<file path="src/rtl/rbch_pkg.sv">
`timescale 1ns / 1ps
`default_nettype none
// ----------------------------------------------------------------------------
// rbch_pkg
// Shared constants and saturating add/subtract for the ray/box nearest-hit block.
// ----------------------------------------------------------------------------
package rbch_pkg;
  localparam int CoordBits = 32;
  localparam int DirBits   = 16;
  localparam int DirFrac   = 14;
  localparam int TShift    = 13;
  localparam int WideBits  = 64;

  localparam logic signed [DirBits-1:0] DirEps = 16'sd2;

  localparam logic [2:0] REG_ORG_X = 3'd0;
  localparam logic [2:0] REG_ORG_Y = 3'd1;
  localparam logic [2:0] REG_ORG_Z = 3'd2;
  localparam logic [2:0] REG_DIR_X = 3'd3;
  localparam logic [2:0] REG_DIR_Y = 3'd4;
  localparam logic [2:0] REG_DIR_Z = 3'd5;
  localparam logic [2:0] REG_MAX_D = 3'd6;

  localparam logic signed [WideBits-1:0] SMax = {1'b0, {(WideBits-1){1'b1}}};
  localparam logic signed [WideBits-1:0] SMin = {1'b1, {(WideBits-1){1'b0}}};

  function automatic logic signed [WideBits-1:0] sat_add(
    input logic signed [WideBits-1:0] a, input logic signed [WideBits-1:0] b);
    logic signed [WideBits-1:0] s;
    s = a + b;
    if (!a[WideBits-1] && !b[WideBits-1] && s[WideBits-1]) return SMax;
    if (a[WideBits-1] && b[WideBits-1] && !s[WideBits-1]) return SMin;
    return s;
  endfunction

  function automatic logic signed [WideBits-1:0] sat_sub(
    input logic signed [WideBits-1:0] a, input logic signed [WideBits-1:0] b);
    logic signed [WideBits-1:0] s;
    s = a - b;
    if (!a[WideBits-1] && b[WideBits-1] && s[WideBits-1]) return SMax;
    if (a[WideBits-1] && !b[WideBits-1] && !s[WideBits-1]) return SMin;
    return s;
  endfunction
endpackage
`default_nettype wire

</file>
<file path="src/rtl/rbch_div.sv">
`timescale 1ns / 1ps
`default_nettype none
// ----------------------------------------------------------------------------
// rbch_div
// Bit-serial signed divider, one quotient bit per cycle, truncating to zero.
// ----------------------------------------------------------------------------
module rbch_div
  import rbch_pkg::*;
(
  input  wire logic                       clk,
  input  wire logic                       rst,
  input  wire logic                       start,
  input  wire logic signed [WideBits-1:0] num,
  input  wire logic signed [DirBits-1:0]  den,
  output logic                            done,
  output logic signed [WideBits-1:0]      quo
);
  logic                busy;
  logic [WideBits-1:0] q;
  logic [DirBits:0]    r;
  logic [DirBits-1:0]  d;
  logic [6:0]          cnt;
  logic                neg;
  logic [DirBits+1:0]  trial;

  assign trial = {r, q[WideBits-1]} - {2'b00, d};
  assign quo   = neg ? -$signed(q) : $signed(q);

  always_ff @(posedge clk) begin
    if (rst) begin
      busy <= 1'b0;
      done <= 1'b0;
      cnt  <= '0;
    end else begin
      done <= 1'b0;
      if (start) begin
        busy <= 1'b1;
        cnt  <= 7'(WideBits);
        q    <= num[WideBits-1] ? -num : num;
        d    <= den[DirBits-1] ? DirBits'(-den) : DirBits'(den);
        r    <= '0;
        neg  <= num[WideBits-1] ^ den[DirBits-1];
      end else if (busy) begin
        if (!trial[DirBits+1]) begin
          r <= trial[DirBits:0];
          q <= {q[WideBits-2:0], 1'b1};
        end else begin
          r <= {r[DirBits-1:0], q[WideBits-1]};
          q <= {q[WideBits-2:0], 1'b0};
        end
        cnt <= cnt - 7'd1;
        if (cnt == 7'd1) begin
          busy <= 1'b0;
          done <= 1'b1;
        end
      end
    end
  end
endmodule
`default_nettype wire

</file>
<file path="config.mk">
export PLATFORM = sky130hd
export DESIGN_NAME = rbch_div
export DESIGN_NICKNAME = d
export VERILOG_FILES = /design/src/rtl/rbch_pkg.sv /design/src/rtl/rbch_div.sv
export SDC_FILE = /design/constraint.sdc
export NUM_CORES = 1
export LEC_CHECK = 0
export ABC_AREA = 1
export BUFFER_PORTS_ARGS = -buffer_cell sky130_fd_sc_hd__buf_4
export CORE_MARGIN = 2
export CORE_UTILIZATION = 30
export DETAILED_ROUTE_END_ITERATION = 16
export HOLD_SLACK_MARGIN = 0.05
export MAX_ROUTING_LAYER = met4
export PLACE_DENSITY_LB_ADDON = 0.05
export SYNTH_ARGS = -nofsm -noshare
export SYNTH_HDL_FRONTEND = slang
export SYNTH_SLANG_ARGS = --single-unit
</file>
<file path="constraint.sdc">
create_clock -name clk -period 14.4 [get_ports clk]
set_input_delay 2.88 -clock clk [delete_from_list [all_inputs] [get_ports clk]]
set_output_delay 2.88 -clock clk [all_outputs]
set_load 0.005 [all_outputs]
</file>
[Yosys cells after proc, flatten, opt, wreduce, memory -nomap -nowiden]
Cells that the tools add are included.
Word-level totals
  bits in registers: 107
  bits in latches: 0
  memory bits (writable): 0
  ROM bits: 0
  logic and storage cells: 37
  memories: 0
Operators by class
  add/sub/neg operators: 5
  multiply operators: 0
  divide/modulo/power cells: 0
  $lt $le $gt $ge: 0
  eq/ne operators: 1
  shift-type cells: 0
  multiplexer cells: 14
  bitwise gates (word level): 3
  reductions and logical operators: 5
Operators with widths (count)
  $mux 64: 4
  $neg 64->64: 2
  $mux 17: 2
  $sub 18x16->18: 1
  $neg 16->16: 1
  $mux 15: 1
  $mux 7: 2
  $eq 7x1->1 const B: 1
  $sub 7x1->7 const B: 1
  $mux 1: 5
  $reduce_and 2->1: 2
  $reduce_or 3->1: 1
  $not 1->1: 2
  $reduce_bool 2->1: 1
  $reduce_or 2->1: 1
  $xor 1x1->1: 1

[Depth between registers and ports, before layout]
  depth after elaboration: 4
  depth in mapped cells: 15

[Least setup slack after synthesis]
OpenSTA, ideal clock, no wires.
  kind: input to register
  start point: in start
  end point: reg q[0] (enable)
  setup time: 0.550 ns
  arrival: 7.090 ns
  required time: 13.850 ns
  path slack: 6.761 ns
  stages: 3
  path buffers: 1
  cell sequence: inv_1 clkbuf_1 a21oi_1
On the way
  cells in the longest elaborated chain, start to end: 2
RTL lines
  from (decl): RTL line rbch_div.sv:12  | input wire logic start,
  $reduce_bool 2->1 (no source line)
  $reduce_and 2->1 (no source line)
  to (signal assigned): RTL line rbch_div.sv:39  | q <= num[WideBits-1] ? -num : num;
  to (signal assigned): RTL line rbch_div.sv:46  | q <= {q[WideBits-2:0], 1'b1};
  to (signal assigned): RTL line rbch_div.sv:49  | q <= {q[WideBits-2:0], 1'b0};
  to (decl): RTL line rbch_div.sv:19  | logic [WideBits-1:0] q;
Every way passes these cells.
A chain may end at the register's enable or synchronous reset.

[Final worst setup path]
  start point: reg neg
  end point: out quo[24]
On the way
  cells in the longest elaborated chain, start to end: 1
RTL lines
  from (decl): RTL line rbch_div.sv:23  | logic neg;
  from (signal assigned): RTL line rbch_div.sv:42  | neg <= num[WideBits-1] ^ den[DirBits-1];
  $mux 64: RTL line rbch_div.sv:27  | assign quo = neg ? -$signed(q) : $signed(q);
  to (decl): RTL line rbch_div.sv:16  | output logic signed [WideBits-1:0] quo
Every way passes these cells.

==> flow_summary.yaml <==
run_status:
  run_status: "complete, no violations"
final_layout:
  areaGrowthSynthToFinish_pct: 17.9
  finish.cell_count_without_fillers: 2224
  antenna_cells_inserted: 0
  share_of_layout_cells_above_drive_strength_1_pct: 11.9
  nets: 1876
  filler_cell_count: 3783
worst_setup_path:
  delay_contributed_by_the_slowest_stage_of_the_critical_path_ps: 580
  cp_cell_sequence: "buf_4, inv_1, a31oi_1, xor2_1, buf_4"
  cp.required_ps: 11520
  setup.worst_path.start_class: "flip-flop"
  arrival_time_reported_for_the_critical_path_endpoint_ps: 2750
  reg_to_reg_slack_setup_ps: 11910
  critical_path.endpoint_type: "output pin"
  crit_top_cell: "sky130_fd_sc_hd__buf_4"
  timing.critical_path.slowest_stage_cell: "sky130_fd_sc_hd__inv_1"
  critPathKind: "flip-flop to output pin"
  crit_fanout: 60
global_route:
  grt_antenna_before_repair: 0
  globalRouteTotalUtil_pct: 22.7
  first_global_vias: 10600
  first_pass_grt_wire_length_um: 60100
  grt_remaining_overflow: 0
  grt_max_degree: 82
timing:
  max-slew-margin-rel_pct: 25.8
  final_count_of_hold_timing_violations: 0
  period_share_pct: 39.1
  tightestPinTransition_ps: 1110
  final_max_slew_violation_count: 0
  min_clock_period_post_route_ps: 5630
  rsz0062_at_grt: "false"
  setup-tns-final_ps: 0
  finalSetupViolations: 0
  clock-skew-final_ps: 16.0
  fmax_mhz: 178
die:
  fp-row-count: 67
  num_io_pins: 148
  overall_die_width_um: 189
  start_util_pct: 30.6
  core_um2: 33600
  die_footprint_um2: 35700
  fp.dieH_um: 189
cts:
  root_buffer: "sky130_fd_sc_hd__clkbuf_16"
  cts.sinks: 107
  cts_max_path_buffers: 2
  cts.clk_slew.worst_paths_ps: 80
  cts-buffers-inserted: 9
  post_cts.resized_instances: 0
  cts.htree.levels: 3
  clk_latency_ps: 360
  cts_tree: "yes"
  post-cts-setup-buffers: 0
  cts_hold_buffers: 0
synth:
  syn-num-nets: 1753
  synth.ff_latch_count: 107
  synth_sequential_area_ratio_pct: 30.4
  synthesis.yosys.warnings: 0
  syn_area_per_cell_um2: 6.23
  post_synth_inst_count: 1648
  synth_area_um2: 10300
  synth_cell_types: 37
route:
  drt.antenna.violating_nets: 0
  drt_pre_antenna_iters: 5
  post-route-drc-count: 0
  route.detailed.wl_per_inst_um: 17.5
  detailedRoute.firstIterationViolations: 631
  vias: 10700
  viasPerCell: 4.79
  postRouteWirelength_um: 38900
placed_design:
  place.port_buffers: 147
  global_placement_routability_congestion: 0.893
  place_hpwl_um: 31800
  dp.cells: 2208
pwr:
  static-leakage-power_nw: 5.42
  vdd_ir_drop_max_uv: 51.8
  power.density_nw_per_um2: 81.6
run:
  max-cap-violations: 0
hold_path:
  worst_hold_path_type: "flip-flop to flip-flop"
==> cells in the mapped netlist <==
master / n / area share, %
sky130_fd_sc_hd__a211oi_1: 1 / 0.073
sky130_fd_sc_hd__a21oi_1: 21 / 1.0
sky130_fd_sc_hd__a21oi_2: 1 / 0.085
sky130_fd_sc_hd__a31oi_1: 5 / 0.30
sky130_fd_sc_hd__buf_1: 2 / 0.073
sky130_fd_sc_hd__buf_2: 3 / 0.15
sky130_fd_sc_hd__buf_4: 1 / 0.073
sky130_fd_sc_hd__buf_6: 3 / 0.33
sky130_fd_sc_hd__clkbuf_1: 30 / 1.1
sky130_fd_sc_hd__dfxtp_1: 9 / 1.8
sky130_fd_sc_hd__edfxtp_1: 98 / 29
sky130_fd_sc_hd__fa_1: 1 / 0.19
sky130_fd_sc_hd__ha_1: 21 / 2.6
sky130_fd_sc_hd__inv_1: 176 / 6.4
sky130_fd_sc_hd__inv_2: 6 / 0.22
sky130_fd_sc_hd__nand2_1: 532 / 19
sky130_fd_sc_hd__nand2_2: 11 / 0.67
sky130_fd_sc_hd__nand2_4: 3 / 0.33
sky130_fd_sc_hd__nand3_1: 137 / 6.7
sky130_fd_sc_hd__nand3_2: 5 / 0.49
sky130_fd_sc_hd__nand3b_1: 7 / 0.51
sky130_fd_sc_hd__nand4_1: 36 / 2.2
sky130_fd_sc_hd__nor2_1: 303 / 11
sky130_fd_sc_hd__nor2_2: 8 / 0.49
sky130_fd_sc_hd__nor2_4: 7 / 0.77
sky130_fd_sc_hd__nor3_1: 23 / 1.1
sky130_fd_sc_hd__nor3b_1: 2 / 0.15
sky130_fd_sc_hd__nor4_1: 1 / 0.061
sky130_fd_sc_hd__o211ai_1: 2 / 0.15
sky130_fd_sc_hd__o21a_1: 1 / 0.073
sky130_fd_sc_hd__o21ai_0: 82 / 4.0
sky130_fd_sc_hd__o21ai_1: 12 / 0.58
sky130_fd_sc_hd__o22ai_1: 1 / 0.061
sky130_fd_sc_hd__or2_0: 3 / 0.18
sky130_fd_sc_hd__or2_2: 2 / 0.12
sky130_fd_sc_hd__xnor2_1: 24 / 2.0
sky130_fd_sc_hd__xor2_1: 68 / 5.8
==> cell families after synthesis <==
kind of cell | count (synthesis) | share of synthesized area [%]
compound gates | 126 | 6.35
xor+xnor | 92 | 7.85
fa+ha+maj | 22 | 2.75
buf+inv | 221 | 8.37
flops | 107 | 30.4
simple gates | 1080 | 44.3
==> final cells by class <==
type	instances	area, µm²	share of cell area [%]
well taps	448	561	4.63
clock inverters	7	81.3	0.672
repair buffers	151	1130	9.36
inverters	182	683	5.64
flip-flops and latches	107	3120	25.8
multi-input cells	1320	6300	52.0
clock buffers	9	225	1.86
==> report_power, final <==
| group | total [W] | switching, W | internal [W] | leakage [nW] |
|---|---|---|---|---|
| Combinational | 0.000328 | 0.000205 | 0.000123 | 4.26 |
| Clock | 0.000266 | 0.000128 | 0.000138 | 0.152 |
| Sequential | 0.000393 | 0.0000214 | 0.000372 | 1.01 |
| Total | 0.000987 | 0.000354 | 0.000633 | 5.42 |
==> final timing paths <==
path | from | end | depth (start not counted)
max | neg$_DFFE_PP_ | quo[24] | 5
min | cnt[6]$_SDFFE_PP0N_ | cnt[6]$_SDFFE_PP0N_ | 2
max reg2reg | q[63]$_DFFE_PP_ | r[12]$_SDFFCE_PP0P_ | 11
min reg2reg | cnt[6]$_SDFFE_PP0N_ | cnt[6]$_SDFFE_PP0N_ | 2
==> placed cells by master, fill, tap and decap left out, types with 5 or more instances in the layout <==
cell and instances:
sky130_fd_sc_hd__nand3_1 137, sky130_fd_sc_hd__nor3_1 23, sky130_fd_sc_hd__dfxtp_1 9, sky130_fd_sc_hd__edfxtp_1 98
sky130_fd_sc_hd__o21ai_0 82, sky130_fd_sc_hd__nand3_2 5, sky130_fd_sc_hd__xnor2_1 24, sky130_fd_sc_hd__nor2_1 303
sky130_fd_sc_hd__nand2_1 532, sky130_fd_sc_hd__nor2_4 7, sky130_fd_sc_hd__nand4_1 36, sky130_fd_sc_hd__buf_4 151
sky130_fd_sc_hd__nand2_2 11, sky130_fd_sc_hd__a31oi_1 5, sky130_fd_sc_hd__a21oi_1 20, sky130_fd_sc_hd__ha_1 21
sky130_fd_sc_hd__clkbuf_16 9, sky130_fd_sc_hd__o21ai_1 12, sky130_fd_sc_hd__nand3b_1 7, sky130_fd_sc_hd__nor2_2 8
sky130_fd_sc_hd__inv_2 7, sky130_fd_sc_hd__xor2_1 68, sky130_fd_sc_hd__inv_1 175
==> metal layers <==
| metal | share of wire [%] | wire length [µm] | track usage (%) |
|---|---|---|---|
| met5 | 0 | 0 | - |
| met4 | 3.6 | 1400 | 8.65 |
| met3 | 3.4 | 1330 | 1.52 |
| met2 | 48 | 18600 | 38.0 |
| met1 | 45 | 17500 | 28.6 |
==> sequential cells by signal, summed over array words and instances (netlist names) <==
signal and count:
busy 1, cnt 7, d 16, done 1, neg 1, q 64, r 17
==> through the flow <==
stage / setup slack [ps] / hold WS [ps] / cell area, µm² / total power, W / utilization, %
after floorplan: 6760 / 434 / 10300 / 0.000596 / -
after global placement: 8790 / 452 / 11800 / 0.000732 / 35.1
after detailed placement: 8770 / 454 / 11800 / 0.000732 / 35.1
after CTS: 8700 / 469 / 12100 / 0.00100 / 36.0
after global routing: 8550 / 494 / 12100 / 0.00105 / 36.0
final: 8770 / 469 / 12100 / 0.000987 / 36.0
==> critical path: cells and delay by family (launching register included) <==
family                    cells  cell delay [ps]
AOI/OAI and AO/OA             1              480
xor gates and xnor gates      1              290
buffers and inverters         3             1220
DFF                           1              330
(Power assumes the default switching activity.)
